`config.mk`:
```
export PLATFORM = sky130hd
export DESIGN_NAME = sequence_id_unwrapper
export DESIGN_NICKNAME = d
export VERILOG_FILES = /design/src/rtl/core/sidu_pkg.sv /design/src/rtl/core/sidu_core.sv /design/src/rtl/core/sequence_id_unwrapper.sv
export SDC_FILE = /design/constraint.sdc
export NUM_CORES = 1
export LEC_CHECK = 0
export BUFFER_PORTS_ARGS = -buffer_cell sky130_fd_sc_hd__buf_2
export CAP_MARGIN = 25
export CORE_ASPECT_RATIO = 0.9
export CORE_MARGIN = 3
export CORE_UTILIZATION = 55
export DETAILED_ROUTE_END_ITERATION = 6
export GPL_TIMING_DRIVEN = 0
export MAX_ROUTING_LAYER = met4
export PLACE_DENSITY = 0.7
export SYNTH_ARGS = -nofsm -noshare
export SYNTH_HDL_FRONTEND = slang
export SYNTH_SLANG_ARGS = --single-unit
```
`constraint.sdc`:
```
create_clock -name clk_i -period 14.5 [get_ports clk_i]
set_input_delay 3.625 -clock clk_i [delete_from_list [all_inputs] [get_ports clk_i]]
set_output_delay 3.625 -clock clk_i [all_outputs]
set_load 0.05 [all_outputs]
```
`src/rtl/core/sidu_pkg.sv`:
```
// Shared types and constants for the sequence id unwrapper.
// No dependencies.
package sidu_pkg;

  localparam int unsigned IdW  = 64;
  localparam int unsigned CidW = 16;
  localparam int unsigned ThrW = 14;

  localparam logic [CidW-1:0] IdSpan   = 16'hFFFF;
  localparam logic [ThrW-1:0] GapReset = 14'd1500;

  typedef struct packed {
    logic            accepted;
    logic [IdW-1:0]  full_id;
  } sidu_res_t;

endpackage

```
`src/rtl/core/sidu_core.sv`:
```
// Unwrap state and single-pass expansion of one compressed id.
// Depends on sidu_pkg.
module sidu_core (
  input  logic                          clk_i,
  input  logic                          rst_ni,
  input  logic                          step_i,
  input  logic [sidu_pkg::CidW-1:0]     cid_i,
  input  logic                          cfg_we_i,
  input  logic [sidu_pkg::ThrW-1:0]     cfg_data_i,
  output sidu_pkg::sidu_res_t           res_o
);
  import sidu_pkg::*;

  // base = 65535*gen - 1, basen = base + 65535; hd/hdn = base/basen - highest
  logic [ThrW-1:0] thr_q;
  logic [CidW-1:0] head_q, head_d;
  logic [IdW-1:0]  base_q, base_d, basen_q, basen_d;
  logic [IdW-1:0]  hd_q, hd_d, hdn_q, hdn_d;
  logic [IdW-1:0]  high_q, high_d;

  logic [CidW-1:0] t16, right, twot;
  logic            wrap, adv, ok, raise;
  logic            pos, neg, top_ones, top_zero, ovf, under;
  logic [IdW-1:0]  base_sel, hd_sel, id, ofs, ncid, span64;
  logic [CidW:0]   cid_t;
  logic [CidW-1:0] dlo, mag;
  logic [14:0]     sum15;

  always_comb begin
    t16   = {2'b00, thr_q};
    right = IdSpan - t16;
    twot  = {1'b0, thr_q, 1'b0};
    wrap  = (head_q > right) && (cid_i < twot);
    adv   = wrap && (cid_i > t16);

    base_sel = wrap ? basen_q : base_q;
    hd_sel   = wrap ? hdn_q : hd_q;
    id       = base_sel + IdW'(cid_i);
    cid_t    = {1'b0, cid_i} + {3'b000, thr_q};
    ofs      = hd_sel + IdW'(cid_t);
    ok       = (ofs[IdW-1:15] == '0) && (ofs[14:0] <= twot[14:0]);

    // signed id - highest, valid when ok
    dlo      = {1'b0, ofs[14:0]} - t16;
    neg      = dlo[CidW-1];
    pos      = !neg && (dlo != '0);
    mag      = neg ? (CidW'(0) - dlo) : dlo;
    top_ones = &high_q[IdW-1:14];
    top_zero = ~|high_q[IdW-1:14];
    sum15    = {1'b0, high_q[13:0]} + {1'b0, mag[13:0]};
    ovf      = top_ones && sum15[14];
    under    = top_zero && (high_q[13:0] < mag[13:0]);
    raise    = pos ? !ovf : (neg && under);

    ncid   = IdW'(0) - IdW'(cid_i);
    span64 = IdW'(IdSpan);

    head_d  = head_q;
    base_d  = base_q;
    basen_d = basen_q;
    hd_d    = hd_q;
    hdn_d   = hdn_q;
    high_d  = high_q;
    if (ok) begin
      head_d = (adv || (cid_i > head_q)) ? cid_i : head_q;
      if (raise) high_d = id;
      if (adv) begin
        base_d  = basen_q;
        basen_d = basen_q + span64;
      end
      if (adv && raise) begin
        hd_d  = ncid;
        hdn_d = span64 + ncid;
      end else if (adv) begin
        hd_d  = hdn_q;
        hdn_d = hdn_q + span64;
      end else if (raise) begin
        hd_d  = wrap ? (ncid - span64) : ncid;
        hdn_d = wrap ? ncid : (span64 + ncid);
      end
    end

    res_o.accepted = ok;
    res_o.full_id  = ok ? id : '0;
  end

  always_ff @(posedge clk_i or negedge rst_ni) begin
    if (!rst_ni) begin
      thr_q   <= GapReset;
      head_q  <= '0;
      base_q  <= '1;
      basen_q <= IdW'(IdSpan) - IdW'(1);
      hd_q    <= '1;
      hdn_q   <= IdW'(IdSpan) - IdW'(1);
      high_q  <= '0;
    end else begin
      if (cfg_we_i) thr_q <= cfg_data_i;
      if (step_i) begin
        head_q  <= head_d;
        base_q  <= base_d;
        basen_q <= basen_d;
        hd_q    <= hd_d;
        hdn_q   <= hdn_d;
        high_q  <= high_d;
      end
    end
  end

endmodule

```
`src/rtl/core/sequence_id_unwrapper.sv`:
```
// Top level: request register, unwrap core, result register.
// Depends on sidu_pkg and sidu_core.
//
//  channel | signals                                   | dir
//  --------+-------------------------------------------+----
//  cfg     | cfg_valid_i/cfg_ready_o, gap_threshold_i  | in
//  in      | in_valid_i/in_ready_o, compressed_id_i    | in
//  out     | out_valid_o/out_ready_i, accepted_o,      | out
//          | full_id_o                                 |
//
// One request per cycle sustained while out_ready_i is high; a request passes the request register,
// then the core's single pass into the result register.
// Throughput is set by the state update in sidu_core, done in one pass per request.
// Reset leaves gap_threshold at 1500, head and highest id at zero, and the bases at generation zero.
// A stalled result holds; the request register keeps filling until both
// stages are full. cfg_ready_o is always high.
module sequence_id_unwrapper (
  input  logic                          clk_i,
  input  logic                          rst_ni,
  input  logic                          cfg_valid_i,
  output logic                          cfg_ready_o,
  input  logic [sidu_pkg::ThrW-1:0]     gap_threshold_i,
  input  logic                          in_valid_i,
  output logic                          in_ready_o,
  input  logic [sidu_pkg::CidW-1:0]     compressed_id_i,
  output logic                          out_valid_o,
  input  logic                          out_ready_i,
  output logic                          accepted_o,
  output logic [sidu_pkg::IdW-1:0]      full_id_o
);
  import sidu_pkg::*;

  logic            in_vld_q, out_vld_q, fwd;
  logic [CidW-1:0] cid_q;
  sidu_res_t       res, res_q;

  assign fwd         = in_vld_q && (!out_vld_q || out_ready_i);
  assign in_ready_o  = !in_vld_q || fwd;
  assign cfg_ready_o = 1'b1;

  sidu_core u_core (
    .clk_i      (clk_i),
    .rst_ni     (rst_ni),
    .step_i     (fwd),
    .cid_i      (cid_q),
    .cfg_we_i   (cfg_valid_i),
    .cfg_data_i (gap_threshold_i),
    .res_o      (res)
  );

  always_ff @(posedge clk_i or negedge rst_ni) begin
    if (!rst_ni) begin
      in_vld_q  <= 1'b0;
      out_vld_q <= 1'b0;
    end else begin
      if (in_ready_o) in_vld_q <= in_valid_i;
      if (fwd) begin
        out_vld_q <= 1'b1;
      end else if (out_ready_i) begin
        out_vld_q <= 1'b0;
      end
    end
  end

  always_ff @(posedge clk_i) begin
    if (in_ready_o && in_valid_i) cid_q <= compressed_id_i;
    if (fwd) res_q <= res;
  end

  assign out_valid_o = out_vld_q;
  assign accepted_o  = res_q.accepted;
  assign full_id_o   = res_q.full_id;

  a_stall_only_on_backpressure: assert property (@(posedge clk_i) disable iff (!rst_ni)
    !in_ready_o |-> (out_valid_o && !out_ready_i))
    else $error("request side stalled without result backpressure");

  a_fwd_gives_result: assert property (@(posedge clk_i) disable iff (!rst_ni)
    fwd |=> out_valid_o)
    else $error("processed request produced no result");

  a_reject_zero_id: assert property (@(posedge clk_i) disable iff (!rst_ni)
    (out_valid_o && !accepted_o) |-> (full_id_o == '0))
    else $error("rejected result carries a nonzero id");

endmodule

```
Yosys cells after proc, flatten, opt, wreduce, memory -nomap -nowiden. Cells that the tools add are included.

Flip-flop bits (word level): 433. Input bits: 35. Output and inout port bits: 68. Logic and storage cells: 72.

$add $sub $neg: 12. $lt $le $gt $ge: 6. Multiplexer cells: 14. Reduce and logical (&&, ||, !) cells: 28.

Operators by type and width (count): 64-bit 2-to-1 mux (10); 64-bit by 16-bit adder with 64-bit output, second input constant (2); 16-bit by 64-bit adder with 64-bit output, first input constant (1); 64-bit by 16-bit adder with 64-bit output (1); 64-bit by 17-bit adder with 64-bit output (1); 64-bit by 16-bit subtractor with 64-bit output, second input constant (1); 50-bit AND reduction (1); 50-bit OR reduction (1); 49-bit zero test (1); 16-bit > comparator (2); 16-bit by 14-bit adder with 17-bit output (1); 1-bit by 16-bit subtractor with 17-bit output, first input constant (1); 16-bit by 14-bit > comparator with 1-bit output (1); 16-bit by 15-bit less-than comparator with 1-bit output (1); 16-bit nonzero test (1); 1-bit by 15-bit subtractor with 16-bit output, first input constant (1); 15-bit by 14-bit subtractor with 16-bit output (1); 14-bit by 14-bit adder with 15-bit output (1); 15-bit less-or-equal comparator (1); 14-bit less-than comparator (1); 14-bit 2-to-1 mux (1); 1-bit by 14-bit subtractor with 14-bit output, first input constant (1); 3-bit AND reduction (4); 1-bit logical AND (10); 5 further kinds (13).

Depth between registers and ports, before layout.
Word-level depth: 15. Depth in mapped cells: 56.

Cells and area by module. A second synthesis with hierarchy kept.

Cells, all modules: 3088. Area, all modules: 28951.5 µm².

Modules (own cells, without submodules): sidu_core (times used 1, cells each 2997, area each 26404.1 µm², sequential area each 8964.8 µm²); sequence_id_unwrapper (times used 1, cells each 91, area each 2547.4 µm², sequential area each 2482.4 µm²).

Least setup slack after synthesis. OpenSTA, ideal clock, no wires.

Path kind: reg2reg. Start point: register u_core.head_q[13]. End point: register u_core.hdn_q[35]. Setup time: 0.136 ns. Data arrival time: 10.198 ns. Required time: 14.364 ns. Path slack: 4.166 ns. Cell stages (with the launch flop): 46. Path through: dfrtp_1 > ha_1 > nand3_1 > or4_4 > o21a_1 > o311a_4 > nand2_4 > buf_6 > buf_6 > buf_4 > buf_4 > buf_2 > buf_1 > buf_2 > buf_2 > buf_1 > nor2_1 > a21oi_1 > [... 10 more ...] > or3_1 > a2111oi_0 > nor2b_1 > nor4b_1 > nor2_1 > xor2_1 > ha_1 > a21o_1 > a211o_1 > a21oi_1 > o21ai_0 > o21ai_0 > o2111ai_1 > or4_1 > buf_2 > buf_2 > nand3b_1 > a21boi_0.

Longest elaborated chain between the ends: 14. Elaborated cells on any way between the ends: 28. Classes of those cells: 4 x add/sub; 3 x order compare; 7 x mux; 14 x reduce/logical.

Ends and longest elaborated chain: start, declared (line sidu_core.sv:16) `logic [CidW-1:0] head_q, head_d;`; start signal, assigned (line sidu_core.sv:90) `head_q <= '0;`; start signal, assigned (line sidu_core.sv:99) `head_q <= head_d;`; 16-bit > comparator (*) (line sidu_core.sv:33) `wrap = (head_q > right) && (cid_i < twot);`; 1-bit logical AND (*) (line sidu_core.sv:33); 64-bit 2-to-1 mux (line sidu_core.sv:37) `hd_sel = wrap ? hdn_q : hd_q;`; 64-bit by 17-bit adder with 64-bit output (line sidu_core.sv:40) `ofs = hd_sel + IdW'(cid_t);`; 15-bit by 14-bit subtractor with 16-bit output (line sidu_core.sv:44) `dlo = {1'b0, ofs[14:0]} - t16;`; 1-bit by 14-bit subtractor with 14-bit output (line sidu_core.sv:47) `mag = neg ? (CidW'(0) - dlo) : dlo;`; 14-bit 2-to-1 mux (line sidu_core.sv:47); 14-bit by 14-bit adder with 15-bit output / 14-bit less-than comparator (equally long branches) (line sidu_core.sv:50, sidu_core.sv:52); 1-bit logical AND (on tied branches) (line sidu_core.sv:51, sidu_core.sv:52); 1-bit zero test / 1-bit logical AND (equally long branches) (line sidu_core.sv:53) `raise = pos ? !ovf : (neg && under);`; 1-bit 2-to-1 mux (line sidu_core.sv:53); 1-bit logical AND (line sidu_core.sv:71) `if (adv && raise) begin`; 3-bit nonzero test (no source line); 3-bit AND reduction (no source line); end signal, assigned (line sidu_core.sv:94) `hdn_q <= IdW'(IdSpan) - IdW'(1);`; end signal, assigned (line sidu_core.sv:103) `hdn_q <= hdn_d;`; end, declared (line sidu_core.sv:18) `logic [IdW-1:0] hd_q, hd_d, hdn_q, hdn_d;`.

Mark *: on every way between the ends. The rest lies on a longest branch, timed or not. The select of a mux whose other input is x is not followed. A chain may end at the register's enable or synchronous reset.

Worst setup path in the final report.
Start point: register u_core.thr_q[0]. End point: register u_core.hdn_q[27].

Longest elaborated chain between the ends: 15. Elaborated cells on any way between the ends: 32. Classes of those cells: 6 x add/sub; 5 x order compare; 7 x mux; 14 x reduce/logical.

Ends and longest elaborated chain: start, declared (line sidu_core.sv:15) `logic [ThrW-1:0] thr_q;`; start signal, assigned (line sidu_core.sv:89) `thr_q <= GapReset;`; start signal, assigned (line sidu_core.sv:97) `if (cfg_we_i) thr_q <= cfg_data_i;`; 1-bit by 15-bit subtractor with 16-bit output (line sidu_core.sv:31) `right = IdSpan - t16;`; 16-bit > comparator (line sidu_core.sv:33); 1-bit logical AND (line sidu_core.sv:33); 64-bit 2-to-1 mux (line sidu_core.sv:37); 64-bit by 17-bit adder with 64-bit output (line sidu_core.sv:40); 15-bit by 14-bit subtractor with 16-bit output (line sidu_core.sv:44); 1-bit by 14-bit subtractor with 14-bit output (line sidu_core.sv:47); 14-bit 2-to-1 mux (line sidu_core.sv:47); 14-bit by 14-bit adder with 15-bit output / 14-bit less-than comparator (equally long branches) (line sidu_core.sv:50, sidu_core.sv:52); 1-bit logical AND (on tied branches) (line sidu_core.sv:51, sidu_core.sv:52); 1-bit zero test / 1-bit logical AND (equally long branches) (line sidu_core.sv:53); 1-bit 2-to-1 mux (line sidu_core.sv:53); 1-bit logical AND (line sidu_core.sv:71); 3-bit nonzero test (no source line); 3-bit AND reduction (no source line).

Several ways; a longest one is shown, not always the timed one. The select of a mux whose other input is x is not followed.

==> impl_metrics.ini <==
[status]
status = finished, violations left
violations = DRC

[global_routing]
track_usage_pct = 39.3
overflow = 0
grt_pass1_wl_mm = 170
antenna_found_initial = 0
grt_max_degree = 98
grt_pass1_vias = 27445

[detailed_routing]
vias = 28499
routed_wl_mm = 113
drt-vias-per-instance = 6.64
wl_per_cell_um = 26.3
drc = 2
drt-initial-drc-count = 3248
ant_nets = 0
dr.pass1.iters = 7

[logic_synthesis]
ys_seq_area_share_pct = 37.2
syn-instance-count = 3337
yosys.area.top_type = dfrtp_1
ys_top_cells_by_area = dfrtp_1 (15%), dfstp_2 (14%), edfxtp_1 (7.9%)
ys_warn_count = 0
ys_async_sr_fraction_pct = 81.3
synth_top_area_share_pct = 15.2
synth_edf_count = 81
synth_common_cells = nand2_1 (270), nor2_1 (243), o21ai_0 (193), dfrtp_1 (187), ha_1 (170)
syn_nets = 3559
ys.flop_type = dfrtp_1
ys_ff_latch = 433
synth_cell_types = 105
synthesis.area_sq_mm = 0.0307
syn_avg_cell_area_sq_um = 9.21
yosysMostFrequentCell = nand2_1

[timing]
fin_crit_sh_pct = 98.5
max_freq_ghz = 0.0700
hold_viol_final = 0
setup_viol = 0
rsz0062_at_grt = false
fin_skew_ns = 0.0416
max_slew_margin_pct = 21.7
period_needed_ns = 14.29
slew_violations = 0
worst_pin_slew_ns = 1.17

[setup_path]
path_class = reg -> reg
crit_fanout = 10
critPathRequiredTime_ns = 15.01
slowest_stage = a211oi_1
start_kind = flip-flop
arrival_ns = 14.80
path_common_cell = inv_1
cp_slowest_stage_delay_ns = 0.92
end_kind = flip-flop

[cts]
cts_tree = done
cts-root-buf = clkbuf_16
cts.path.max_buffers = 3
cts_setup_buffers = 0
clk_latency_ns = 0.64
clkTransAtPathRegs_ns = 0.06
cts_inserted_buffers = 50
postCtsHoldBufs = 0
cts_sinks = 433
htree_levels = 2

[placement]
dp_hpwl_mm = 86.3
place_area_sq_mm = 0.0324
dp_cells = 4195
io_buffers = 100
gp_congestion = 1.05

[pwr]
ir_worst_vdd_uv = 220
seqPwrFrac_pct = 24.5
p_sw_share_pct = 47.4
power_leakage_nw = 15.0
pwr_density_cell_mw_per_mm2 = 187
comb_power_share_pct = 54.7
pwr-share-clk_pct = 20.8
p_sw_w = 0.00302
internal_power_w = 0.00336

[hold_path]
hold_class = reg -> reg

[flow_run]
cap_viol_max_count = 0

[cells_and_area]
drive_gt1_share_pct = 17.1
area_growth_pct = 11.4
nNetsFinal = 3722
final_cells = 4290
post-route-util_pct = 62.4
stdcell_area_sq_mm = 0.0342

[floorplan]
die_y_um = 230
rows = 81
die_w_um = 255
die-area_sq_mm = 0.0588
initial_core_util_pct = 56.1
core-area_sq_mm = 0.0548
ios = 103
-- power groups by stage --
stage	clock (W)	sequential [W]	combinational (W)
after floorplan	0	0.00156	0.00218
after global placement	0	0.00157	0.00314
after detailed placement	0	0.00158	0.00330
after CTS	0.00134	0.00156	0.00335
after global routing	0.00139	0.00158	0.00375
final	0.00133	0.00156	0.00350
-- area by class of cell --
type	instances	area, sq um
fill	4619	20600
clock buffer	65	1400
multi-input combinational	2566	18000
sequential	433	11400
clock inverter	29	339
antenna	1	2.50
buffer	182	842
tap	747	935
timing repair buffer	113	713
inverter	154	578
-- metrics by stage --
stage	power (W)	TNS (ns)	hold slack (ns)	setup slack [ns]
detailed placement	0.00488	-280.03	0.458	-1.79
finish	0.00639	0	0.470	0.212
global placement	0.00471	-270.88	0.453	-2.45
floorplan	0.00375	0	0.444	4.17
global route	0.00672	0	0.493	0.0393
CTS	0.00625	0	0.469	0.0864
-- path summary, 6_finish.rpt --
check	start	endpoint	slack [ns]	depth (start not counted)
max	u_core.thr_q[0]$_DFFE_PN0P_	u_core.hdn_q[27]$_DFFE_PN0P_	0.21	51
min	u_core.hd_q[1]$_DFFE_PN1P_	u_core.hd_q[1]$_DFFE_PN1P_	0.47	2
max reg2reg	u_core.thr_q[0]$_DFFE_PN0P_	u_core.hdn_q[27]$_DFFE_PN0P_	0.21	51
min reg2reg	u_core.hd_q[1]$_DFFE_PN1P_	u_core.hd_q[1]$_DFFE_PN1P_	0.47	2
max in group asynchronous	rst_ni	u_core.hd_q[12]$_DFFE_PN1P_	9.65	4
min in group asynchronous	rst_ni	u_core.high_q[54]$_DFFE_PN0P_	2.99	1
-- layer usage --
metal  vias to the layer above  track usage, %  wire length (um)
met5                         -               -                 0
met3                       289            8.60             12100
met1                     13993            55.3             48600
met4                         0            15.4              4850
met2                      1657            55.1             47300
li1                      12560               -                 -
-- sequential cells by signal (all words and copies together), names as in the netlist --
name / count
full_id_o: 64
u_core.base_q: 64
u_core.basen_q: 64
u_core.hd_q: 64
u_core.hdn_q: 64
u_core.high_q: 64
cid_q: 16
u_core.head_q: 16
u_core.thr_q: 14
accepted_o: 1
in_vld_q: 1
out_valid_o: 1
-- kinds of logic after synthesis --
family / after synthesis / share of synthesized area [%]
XOR/XNOR: 246 / 7.05
AND/OR/NAND/NOR: 1150 / 18.9
adder cells (fa/ha/maj): 187 / 8.03
AO/OA/AOI/OAI: 772 / 16.9
other: 1 / 0.0122
multiplexers: 210 / 7.35
flip-flops: 433 / 37.2
buffers and inverters: 338 / 4.55
-- what timing repair did --
action | in CTS | in global routing
gates resized for setup | 22 | 10
pin swaps | 1 | 0
cloned | 0 | 0
setup endpoints to repair | 192 | 192
-- critical path: cells and delay by family (launching register included) --
family / cells / cell delay (ns)
buffers and inverters: 17 / 4.19
adder cells (fa/ha/maj): 6 / 1.72
AND/OR/NAND/NOR: 10 / 2.05
XOR/XNOR: 2 / 0.59
flip-flops: 1 / 0.46
AO/OA/AOI/OAI: 16 / 5.11
-- cell usage in the layout, fill, tap and decap left out, types with 17 or more instances in the layout --
| master | netlist | layout |
|---|---|---|
| a21oi_1 | 131 | 131 |
| dfstp_2 | 165 | 165 |
| mux2i_1 | 87 | 87 |
| o31ai_1 | 67 | 67 |
| o211ai_1 | 28 | 28 |
| o21a_1 | 31 | 31 |
| xor2_1 | 128 | 127 |
| a21o_1 | 98 | 98 |
| dfrtp_1 | 187 | 187 |
| nand3_1 | 131 | 131 |
| buf_2 | 37 | 137 |
| clkbuf_1 | 115 | 116 |
| or3_1 | 18 | 18 |
| a211oi_1 | 25 | 24 |
| edfxtp_1 | 81 | 81 |
| nand2b_1 | 18 | 18 |
| nand4_1 | 85 | 85 |
| nor3_1 | 103 | 101 |
| mux2_2 | 121 | 121 |
| and3_1 | 51 | 51 |
| nor4_1 | 89 | 86 |
| nand2_1 | 270 | 270 |
| nor2b_1 | 18 | 18 |
| ha_1 | 170 | 170 |
| a31oi_1 | 27 | 25 |
| nor2_1 | 243 | 242 |
| and2_1 | 36 | 36 |
| o21ai_0 | 193 | 192 |
| clkbuf_16 | 0 | 52 |
| fa_1 | 17 | 17 |
| inv_1 | 152 | 152 |
| xnor2_1 | 117 | 117 |
| or2_2 | 17 | 17 |
Power figures use the tool's default switching activity.
